**src/bgd_pkg.sv**
```systemverilog
// ---------------------------------------------------------------------------
// bgd_pkg
// Shared types and constants of the button gesture detector
// ---------------------------------------------------------------------------
package bgd_pkg;

  localparam int unsigned CfgIdxWidth = 2;

  localparam logic [CfgIdxWidth-1:0] CFG_DEBOUNCE_TICKS     = 2'd0;
  localparam logic [CfgIdxWidth-1:0] CFG_MULTI_PRESS_WINDOW = 2'd1;
  localparam logic [CfgIdxWidth-1:0] CFG_RESTART_HOLD_TICKS = 2'd2;
  localparam logic [CfgIdxWidth-1:0] CFG_FACTORY_HOLD_TICKS = 2'd3;

  localparam logic [7:0]  DEBOUNCE_TICKS_RESET     = 8'd50;
  localparam logic [15:0] MULTI_PRESS_WINDOW_RESET = 16'd1000;
  localparam logic [15:0] RESTART_HOLD_TICKS_RESET = 16'd5000;
  localparam logic [15:0] FACTORY_HOLD_TICKS_RESET = 16'd10000;

  localparam logic LEVEL_PRESSED  = 1'b0;
  localparam logic LEVEL_RELEASED = 1'b1;

  localparam logic [7:0]  QUIET_MAX = 8'hff;
  localparam logic [15:0] TIMER_MAX = 16'hffff;
  localparam logic [7:0]  COUNT_MAX = 8'hff;

  typedef struct packed {
    logic manual_level;
    logic reset_level;
  } tick_t;

  typedef struct packed {
    logic       ring_hold;
    logic       ring_stop;
    logic       restart_request;
    logic       factory_reset_request;
    logic [7:0] press_count;
  } result_t;

  typedef struct packed {
    logic [7:0]  debounce_ticks;
    logic [15:0] multi_press_window;
    logic [15:0] restart_hold_ticks;
    logic [15:0] factory_hold_ticks;
  } cfg_t;

  // debouncer view of the current tick
  typedef struct packed {
    logic accept;   // level has been quiet long enough
    logic level;    // raw level of this tick
    logic stable;   // accepted level before this tick
  } deb_t;

  typedef struct packed {
    logic       restart_request;
    logic       factory_reset_request;
    logic [7:0] press_count;
  } gesture_t;

endpackage

```
**src/bgd_debounce.sv**
```systemverilog
// ---------------------------------------------------------------------------
// bgd_debounce
// Quiet-time debouncer for one active-low button level
// ---------------------------------------------------------------------------
module bgd_debounce (
  input  logic          clk,
  input  logic          rst,
  input  logic          advance,
  input  logic          level,
  input  logic [7:0]    debounce_ticks,
  output bgd_pkg::deb_t status
);
  import bgd_pkg::*;

  logic       prev_level;
  logic [7:0] quiet_ticks;
  logic       stable_level;
  logic [7:0] quiet_ticks_next;

  always_comb begin
    if (level != prev_level) begin
      quiet_ticks_next = 8'd0;
    end else if (quiet_ticks != QUIET_MAX) begin
      quiet_ticks_next = quiet_ticks + 8'd1;
    end else begin
      quiet_ticks_next = quiet_ticks;
    end
  end

  assign status.accept = (quiet_ticks_next >= debounce_ticks);
  assign status.level  = level;
  assign status.stable = stable_level;

  always_ff @(posedge clk) begin
    if (rst) begin
      prev_level   <= LEVEL_RELEASED;
      quiet_ticks  <= 8'd0;
      stable_level <= LEVEL_RELEASED;
    end else if (advance) begin
      prev_level  <= level;
      quiet_ticks <= quiet_ticks_next;
      if (status.accept) begin
        stable_level <= level;
      end
    end
  end

endmodule

```
**src/bgd_press.sv**
```systemverilog
// ---------------------------------------------------------------------------
// bgd_press
// Press timers, press counter and hold checks of the reset button
// ---------------------------------------------------------------------------
module bgd_press (
  input  logic              clk,
  input  logic              rst,
  input  logic              advance,
  input  bgd_pkg::cfg_t     cfg,
  input  bgd_pkg::deb_t     deb,
  output bgd_pkg::gesture_t gesture
);
  import bgd_pkg::*;

  logic [15:0] ticks_since_press;
  logic [15:0] ticks_since_release;
  logic [7:0]  presses_counted;

  logic [15:0] press_inc;
  logic [15:0] release_inc;
  logic [15:0] ticks_since_press_next;
  logic [15:0] ticks_since_release_next;
  logic [7:0]  presses_counted_next;
  logic        press_edge;
  logic        release_edge;
  logic        held;

  assign press_inc   = (ticks_since_press != TIMER_MAX) ? ticks_since_press + 16'd1
                                                        : ticks_since_press;
  assign release_inc = (ticks_since_release != TIMER_MAX) ? ticks_since_release + 16'd1
                                                          : ticks_since_release;

  assign press_edge   = deb.accept && (deb.level == LEVEL_PRESSED)
                        && (deb.stable == LEVEL_RELEASED);
  assign release_edge = deb.accept && (deb.level == LEVEL_RELEASED)
                        && (deb.stable == LEVEL_PRESSED);
  assign held         = deb.accept && (deb.level == LEVEL_PRESSED)
                        && (deb.stable == LEVEL_PRESSED);

  always_comb begin
    presses_counted_next = presses_counted;
    if (press_edge) begin
      // a press after the window starts a new sequence
      if (release_inc > cfg.multi_press_window) begin
        presses_counted_next = 8'd1;
      end else if (presses_counted != COUNT_MAX) begin
        presses_counted_next = presses_counted + 8'd1;
      end
    end
  end

  assign ticks_since_press_next   = press_edge ? 16'd0 : press_inc;
  assign ticks_since_release_next = release_edge ? 16'd0 : release_inc;

  assign gesture.restart_request = held && (presses_counted == 8'd1)
                                   && (press_inc >= cfg.restart_hold_ticks);
  assign gesture.factory_reset_request = held && (presses_counted > 8'd1)
                                         && (press_inc >= cfg.factory_hold_ticks);
  assign gesture.press_count = presses_counted_next;

  always_ff @(posedge clk) begin
    if (rst) begin
      ticks_since_press   <= 16'd0;
      ticks_since_release <= 16'd0;
      presses_counted     <= 8'd0;
    end else if (advance) begin
      ticks_since_press   <= ticks_since_press_next;
      ticks_since_release <= ticks_since_release_next;
      presses_counted     <= presses_counted_next;
    end
  end

endmodule

```
**src/button_gesture_detector.sv**
```systemverilog
// ---------------------------------------------------------------------------
// button_gesture_detector
// Debounces a manual and a reset button and reports ring and reset gestures
// ---------------------------------------------------------------------------
// Usage: send one request per millisecond tick on the tick channel (valid /
// stall), carrying both raw active-low levels. Each tick gives exactly one
// request on the result channel with the ring flags, the restart and
// factory reset flags and the current press count.
// A taken tick passes from the input register through the counter and
// compare logic into the result register, where result_valid shows it.
// Throughput: one tick per cycle while the result is not stalled; the debounce
// counters, press timers and press counter all update on each accepted tick.
// When the receiver stalls, the result register holds its request and the
// input register still takes one more tick; tick_stall rises only while
// both registers are full and the result is stalled.
// Configuration: cfg_write with cfg_index and cfg_data, only while idle.
// Reset (rst, synchronous): both registers empty, levels released,
// counters and timers zero, configuration back to 50 / 1000 / 5000 / 10000.
// ---------------------------------------------------------------------------
module button_gesture_detector (
  input  logic                                clk,
  input  logic                                rst,
  input  logic                                tick_valid,
  output logic                                tick_stall,
  input  bgd_pkg::tick_t                      tick,
  output logic                                result_valid,
  input  logic                                result_stall,
  output bgd_pkg::result_t                    result,
  input  logic                                cfg_write,
  input  logic [bgd_pkg::CfgIdxWidth-1:0]     cfg_index,
  input  logic [15:0]                         cfg_data
);
  import bgd_pkg::*;

  cfg_t     cfg;
  logic     in_valid;
  tick_t    in_tick;
  logic     advance;
  logic     tick_take;
  deb_t     manual_deb;
  deb_t     reset_deb;
  gesture_t gesture;
  logic     ring_hold_next;
  logic     ring_stop_next;

  assign advance    = in_valid && (!result_valid || !result_stall);
  assign tick_stall = in_valid && result_valid && result_stall;
  assign tick_take  = tick_valid && !tick_stall;

  always_ff @(posedge clk) begin
    if (rst) begin
      cfg.debounce_ticks     <= DEBOUNCE_TICKS_RESET;
      cfg.multi_press_window <= MULTI_PRESS_WINDOW_RESET;
      cfg.restart_hold_ticks <= RESTART_HOLD_TICKS_RESET;
      cfg.factory_hold_ticks <= FACTORY_HOLD_TICKS_RESET;
    end else if (cfg_write) begin
      case (cfg_index)
        CFG_DEBOUNCE_TICKS:     cfg.debounce_ticks     <= cfg_data[7:0];
        CFG_MULTI_PRESS_WINDOW: cfg.multi_press_window <= cfg_data;
        CFG_RESTART_HOLD_TICKS: cfg.restart_hold_ticks <= cfg_data;
        CFG_FACTORY_HOLD_TICKS: cfg.factory_hold_ticks <= cfg_data;
        default: ;
      endcase
    end
  end

  // input register
  always_ff @(posedge clk) begin
    if (rst) begin
      in_valid <= 1'b0;
    end else if (tick_take) begin
      in_valid <= 1'b1;
    end else if (advance) begin
      in_valid <= 1'b0;
    end
  end

  always_ff @(posedge clk) begin
    if (tick_take) begin
      in_tick <= tick;
    end
  end

  bgd_debounce u_manual_deb (
    .clk            (clk),
    .rst            (rst),
    .advance        (advance),
    .level          (in_tick.manual_level),
    .debounce_ticks (cfg.debounce_ticks),
    .status         (manual_deb)
  );

  bgd_debounce u_reset_deb (
    .clk            (clk),
    .rst            (rst),
    .advance        (advance),
    .level          (in_tick.reset_level),
    .debounce_ticks (cfg.debounce_ticks),
    .status         (reset_deb)
  );

  bgd_press u_press (
    .clk     (clk),
    .rst     (rst),
    .advance (advance),
    .cfg     (cfg),
    .deb     (reset_deb),
    .gesture (gesture)
  );

  assign ring_hold_next = manual_deb.accept && (manual_deb.level == LEVEL_PRESSED);
  assign ring_stop_next = manual_deb.accept && (manual_deb.level == LEVEL_RELEASED)
                          && (manual_deb.stable == LEVEL_PRESSED);

  // result register
  always_ff @(posedge clk) begin
    if (rst) begin
      result_valid <= 1'b0;
    end else if (advance) begin
      result_valid <= 1'b1;
    end else if (!result_stall) begin
      result_valid <= 1'b0;
    end
  end

  always_ff @(posedge clk) begin
    if (advance) begin
      result.ring_hold             <= ring_hold_next;
      result.ring_stop             <= ring_stop_next;
      result.restart_request       <= gesture.restart_request;
      result.factory_reset_request <= gesture.factory_reset_request;
      result.press_count           <= gesture.press_count;
    end
  end

endmodule

```
**config.mk**
```make
export PLATFORM = sky130hd
export DESIGN_NAME = button_gesture_detector
export DESIGN_NICKNAME = d
export VERILOG_FILES = /design/src/bgd_pkg.sv /design/src/bgd_debounce.sv /design/src/bgd_press.sv /design/src/button_gesture_detector.sv
export SDC_FILE = /design/constraint.sdc
export NUM_CORES = 1
export LEC_CHECK = 0
export BUFFER_PORTS_ARGS = -buffer_cell sky130_fd_sc_hd__buf_2
export CAP_MARGIN = 20
export CORE_MARGIN = 4
export CORE_UTILIZATION = 50
export CTS_BUF_LIST = sky130_fd_sc_hd__clkbuf_4 sky130_fd_sc_hd__clkbuf_8
export DETAILED_ROUTE_END_ITERATION = 8
export PLACE_DENSITY = 0.77
export SLEW_MARGIN = 20
export SYNTH_ARGS = -nofsm -noshare
export SYNTH_HDL_FRONTEND = slang
export SYNTH_SLANG_ARGS = --single-unit
```
**constraint.sdc**
```tcl
create_clock -name clk -period 3.9 [get_ports clk]
set_input_delay 0.78 -clock clk [delete_from_list [all_inputs] [get_ports clk]]
set_output_delay 0.78 -clock clk [all_outputs]
set_load 0.1 [all_outputs]
```
## After elaboration in Yosys (flattened, before gate mapping)

Cells that the tools add are included.

- Register bits: 132
- Output and inout bits: 14
- Word-level logic and storage cells: 92

- $add $sub $neg: 5
- Order comparisons: 6
- Eq/ne operators: 12
- Muxes and demuxes: 15
- Bitwise logic cells: 4
- Reductions and logical operators: 28

Operators by type and width:

| kind | count |
|---|---|
| two-way mux 16 bit | 4 |
| two-way mux 8 bit | 7 |
| adder 16 x 1 -> 16 bit, second input constant | 2 |
| greater-or-equal comparator 16 bit | 2 |
| != test 16 bit, second input constant | 2 |
| adder 8 x 1 -> 8 bit, second input constant | 3 |
| != test 8 bit, second input constant | 3 |
| greater-or-equal comparator 8 bit | 2 |
| greater-than comparator 16 bit | 1 |
| logical AND 1 bit | 16 |
| AND reduction 2 bit | 6 |
| == test 8 x 1 -> 1 bit, second input constant | 1 |
| greater-than comparator 8 x 1 -> 1 bit, second input constant | 1 |
| == test 2 bit, second input constant | 2 |
| two-way mux 1 bit | 4 |
| NOT 1 bit | 4 |
| zero test 1 bit | 3 |
| == test 2 x 1 -> 1 bit, second input constant | 1 |
| zero test 2 bit | 1 |
| != test 1 bit | 2 |
| != test 2 x 1 -> 1 bit, second input constant | 1 |
| nonzero test 2 bit | 1 |
| logical OR 1 bit | 1 |

## Depth between registers and ports, before layout

- Depth after elaboration: 8
- Mapped depth: 16
- Mapped depth without buffers: 14

## Cells and area by module

Synthesis repeated with hierarchy kept, for this count alone.

- Cell total of the unflattened synthesis: 971
- Area total of the unflattened synthesis: 8375.5 um^2

By module, submodules not included:

| module | times used | cells each | area each (um^2) |
|---|---|---|---|
| bgd_press | 1 | 512 | 3956.3 |
| button_gesture_detector | 1 | 243 | 2765.2 |
| bgd_debounce | 2 | 108 | 827.0 |

## Worst setup path after synthesis

No wires, ideal clock.

- Kind: reg2reg
- Start: register u_press.ticks_since_release[4]
- End: register result[0] (netlist bit) (data pin)
- Data arrival time: 3185 ps
- Setup slack: 449 ps
- Cell stages (with the launch flop): 16
- Buffers on the path: 2
- Path through: dfxtp_1 buf_2 nand4_1 or2_2 or3_1 nand3_1 o21a_1 ha_1 a21o_1 a21o_1 a2111o_1 o31a_1 buf_6 nand2b_1 nand2_1 mux2i_1

RTL lines:

| what | line | source |
|---|---|---|
| start, declared | bgd_press.sv:16 | `logic [15:0] ticks_since_release;` |
| start signal, assigned | bgd_press.sv:68 | `ticks_since_release <= ticks_since_release_next;` |
| end, declared | button_gesture_detector.sv:28 | `output bgd_pkg::result_t result,` |

## Final worst setup path

- Start: register u_reset_deb.quiet_ticks[0]
- End: register u_press.ticks_since_press[5]

- Cells in the longest elaborated chain, start to end: 7
- Elaborated cells on any way between the ends: 8
- Classes of those cells: 1 x add/sub; 1 x order compare; 1 x eq/ne; 3 x mux; 2 x reduce/logical

Ends and longest elaborated chain:

| what | line | source |
|---|---|---|
| start, declared | bgd_debounce.sv:16 | `logic [7:0] quiet_ticks;` |
| start signal, assigned | bgd_debounce.sv:41 | `quiet_ticks <= quiet_ticks_next;` |
| adder 8 x 1 -> 8 bit or != test 8 bit (tied branches) | bgd_debounce.sv:24, bgd_debounce.sv:23 |  |
| two-way mux 8 bit * | bgd_debounce.sv:23 | `end else if (quiet_ticks != QUIET_MAX) begin` |
| two-way mux 8 bit * | bgd_debounce.sv:21 | `if (level != prev_level) begin` |
| greater-or-equal comparator 8 bit * | bgd_debounce.sv:30 | `assign status.accept = (quiet_ticks_next >= debounce_ticks);` |
| logical AND 1 bit * | bgd_press.sv:33 | `assign press_edge = deb.accept && (deb.level == LEVEL_PRESSED)` |
| logical AND 1 bit * | bgd_press.sv:34 | `&& (deb.stable == LEVEL_RELEASED);` |
| two-way mux 16 bit * | bgd_press.sv:52 | `assign ticks_since_press_next = press_edge ? 16'd0 : press_inc;` |
| end signal, assigned | bgd_press.sv:67 | `ticks_since_press <= ticks_since_press_next;` |
| end, declared | bgd_press.sv:15 | `logic [15:0] ticks_since_press;` |

Mark *: on every way between the ends. The rest lies on a longest branch, timed or not.
A chain may end at the register's enable or synchronous reset.

==> summary.txt <==
Global routing
  • Largest net degree at the start of global routing: 76
  • Met3 Resource Use GR: ~5.3%
  • M1 GR Usage: 28.9%
  • GRT busiest layer: met2
  • Met2 usage: 33.1%
  • Grt total ovfl: 0
  • Gr usage total: 21.3%
  • Number of global-route vias before repair: 6319
  • Global-route wire length before repair: roughly 31 mm
  • Initial antenna violation count: 1

Route
  • DR iter-0 viols: 630
  • Drt first pass iters: 7
  • Wire length per cell: roughly 15 um
  • Average vias per placed instance: 5.69
  • Vias: 6852
  • DRC viols: 0
  • Final ANT Viol Nets: 0
  • Final wirelength: roughly 18 mm

Min path
  • Worst hold path class: reg -> reg
  • Min-delay src: cfg[43]
  • Hold endpoint: cfg[43]
  • Hold path cells: 2

Clock network
  • Clock tree sinks: between 100 and 150
  • CTS tree: done
  • Clock Latency Late Sink: 0.45 ns
  • CTS Root Cell: clkbuf_8
  • TritonCTS Buffers: 17
  • Hold-fix buffer count after cts: 0
  • Clk buf depth: 2
  • Htree depth: 4
  • Clock-pin slew on the worst setup and hold paths: 0.07 ns

Worst setup path
  • R2R setup slack: 0.23 ns
  • Reg2reg start: u_reset_deb.quiet_ticks[0]
  • Worst-path maximum fanout: 13
  • Crit. End Element: flop
  • Critical path class: reg -> reg
  • WP data arrival: 4.03 ns
  • Reg2reg end: u_press.ticks_since_press[5]
  • Crit path cell chain: ha_1 > nand3_1 > nor3_1 > buf_4 > xnor2_1 > nand2_1 > ha_1 > nand2b_4 > a2111oi_4 > nor4_1 > or2_1 > buf_4 > o21ai_0 > nand2_1 > a21oi_1
  • Largest stage delay on the critical path: 0.48 ns
  • Reg2reg path depth: 15
  • CP max stage cell: or2_1
  • Worst endpoint required time: 4.26 ns
  • CP startpoint kind: flop
  • Worst Setup SP: u_reset_deb.quiet_ticks[0]

Floorplan
  • Ports: 39
  • # rows: between 40 and 50
  • Die Wd: 132 um
  • Die area: 17500 um^2
  • Initial Util: just over 50%
  • Core area: 15100 um^2
  • Die H: 132 um

Final layout
  • Layout cells sized above 1: 11.9%
  • Util after Layout: 57.1%
  • Syn-to-layout area delta: 12.1%
  • Finished Cell Area: between 8000 and 9000 um^2
  • Fillcell total: 1374
  • Final cell count without fillers: 1205
  • Final #Nets: 1101
  • Commonest non-fill, non-tap cell in the layout: nand2_1
  • Ant. Diodes: 0
  • Commonest non-fill, non-tap cells in the layout: 170 x nand2_1, 115 x dfxtp_1, 98 x a21oi_1

Job
  • Max_cap viols: 0

STA
  • Final Hold Fails: 0
  • Final hold slack: 0.456 ns
  • Worst-Margin Slew: 0.839 ns
  • Fmax: 0.272 GHz
  • Fin crit period: 3.67 ns
  • Slew headroom: around 44%
  • Worst Skew: 0.00940 ns
  • Final setup vio count: 0
  • Slew Limit Fails: 0
  • Tcrit/Tclk final: 94.1%

Synth
  • Netlist area before placement: slightly below 8000 um^2
  • Flop and latch count out of synthesis: 132
  • Post-synth ARST share: 0%
  • Mapped Nets: 1063
  • EDFF count, synth: 14
  • Sequential area share after synthesis: 36.1%
  • Syn Area/Cell: 7.97 um^2
  • Unique masters post-synth: 66
  • Mapped Cells: 967
  • Synth warn: 0
  • Ys flop type: dfxtp_1

Status
  • Status: complete, no violations

Power and ir drop
  • Net Sw Frac: 24.7%
  • Leakage power: 3.56 nW
  • Part of the power in registers: 46.9%
  • Combinational share of power: 9.2%
  • Power Internal: 2.29 mW
  • Clock share of power: between 40% and 50%
  • Power per standard cell area: 351 nW/um^2
  • Total power: 3.04 mW
  • Total net switching power: 0.749 mW
  • Peak VDD IR: 0.000226 V

Placed design
  • HPWL after detailed placement: ~13 mm
  • Placed Instance Area: 8130 um^2
  • Placed cell count: 1172
  • PortBufs: 38
  • Placer's final routability congestion estimate: 0.881
[per-stage QoR]
step / setup WS, ns / TNS [ns]
CTS: 0.150 / 0
global route: -0.00822 / -0.0140
detailed placement: 0.0403 / 0
global placement: 0.130 / 0
finish: 0.230 / 0
floorplan: 0.449 / 0
[worst max-delay path by stage]
| stage | endpoint | cells past startpoint |
|---|---|---|
| finish | u_press.ticks_since_press[5] | 15 |
| detailed placement | result[1] | 13 |
| global route | result[1] | 14 |
| floorplan | result[0] | 15 |
| CTS | result[0] | 13 |
| global placement | result[1] | 13 |
[power by group through the flow]
stage / clock network, mW / registers (mW) / logic [mW]
6_report: 1.33 / 1.42 / 0.278
5_1_grt: 1.41 / 1.43 / 0.308
4_1_cts: 1.36 / 1.42 / 0.278
3_5_place_dp: 0 / 1.46 / 0.276
3_3_place_gp: 0 / 1.45 / 0.272
2_1_floorplan: 0 / 1.49 / 0.154
[per-layer routing]
metal  up-vias  share of wire, %
met5         -             0.060
met1      3136                47
met3        33               5.4
li1       3482                 -
met2       199                45
met4         2               2.3
[cell type report]
cell class | count | area [um^2] | area share (%)
clock inverters | 10 | 179 | 2.07
flip-flops and latches | 132 | 2790 | 32.2
well taps | 188 | 235 | 2.72
inverters | 65 | 244 | 2.82
multi-input cells | 728 | 4550 | 52.6
clock buffers | 21 | 277 | 3.20
repair buffers | 61 | 375 | 4.34
[synth_stat cells (5+ instances only)]
cell type    n  area (um^2)
nand2b_1     5         31.3
dfxtp_1    118         2360
a41oi_1      6         52.6
o21ai_0     26          130
edfxtp_1    14          420
nor2b_1      6         37.5
inv_1       64          240
a31oi_1     25          156
nand3b_1     8         60.1
nand2_1    171          642
buf_2        6         30.0
a211oi_1     5         37.5
nor3_1      16         80.1
and3_1      16          100
o21a_1      11         82.6
a2111oi_0    5         43.8
xnor2_1     19          166
clkbuf_1    32          120
ha_1        71          888
nor2_1      85          319
nand3_1     25          125
a21oi_1     98          490
nor4_1       6         37.5
xor2_1      12          105
mux2i_1      5         50.1
nand4_1     16          100
a21o_1      12         90.1
a22oi_1      7         52.6
o211ai_1    20          150
[sequential cells by signal, indices dropped and copies added, names as in the netlist, 2 cells and up]
name and count:
cfg 56, in_tick 2, result 12, u_manual_deb.quiet_ticks 8
u_press.presses_counted 8, u_press.ticks_since_press 16, u_press.ticks_since_release 16, u_reset_deb.quiet_ticks 8
[worst max-delay path: cells and delay by family, from the launching register on]
family	cells	cell delay, ns
and+or+nand+nor	7	1.33
AOI/OAI and AO/OA	3	0.79
adders and majority gates	2	0.51
buffers and inverters	2	0.42
DFF	1	0.40
xor gates and xnor gates	1	0.14
[timing repair]
item / CTS / global route
pin swaps: 0 / 3
endpoints found under the setup margin: 1 / 10
gates resized for setup: 1 / 10
buffers inserted: 0 / 2
[cell families after synthesis]
family                   count (synthesis)  share of synthesized area (%)
buffers and inverters                  107                           5.45
flip-flops                             132                           36.1
multiplexers                             7                          0.941
adder cells (fa/ha/maj)                 71                           11.5
AO/OA/AOI/OAI                          236                           19.5
XOR/XNOR                                31                           3.52
AND/OR/NAND/NOR                        383                           23.0
Power figures use the tool's default switching activity.
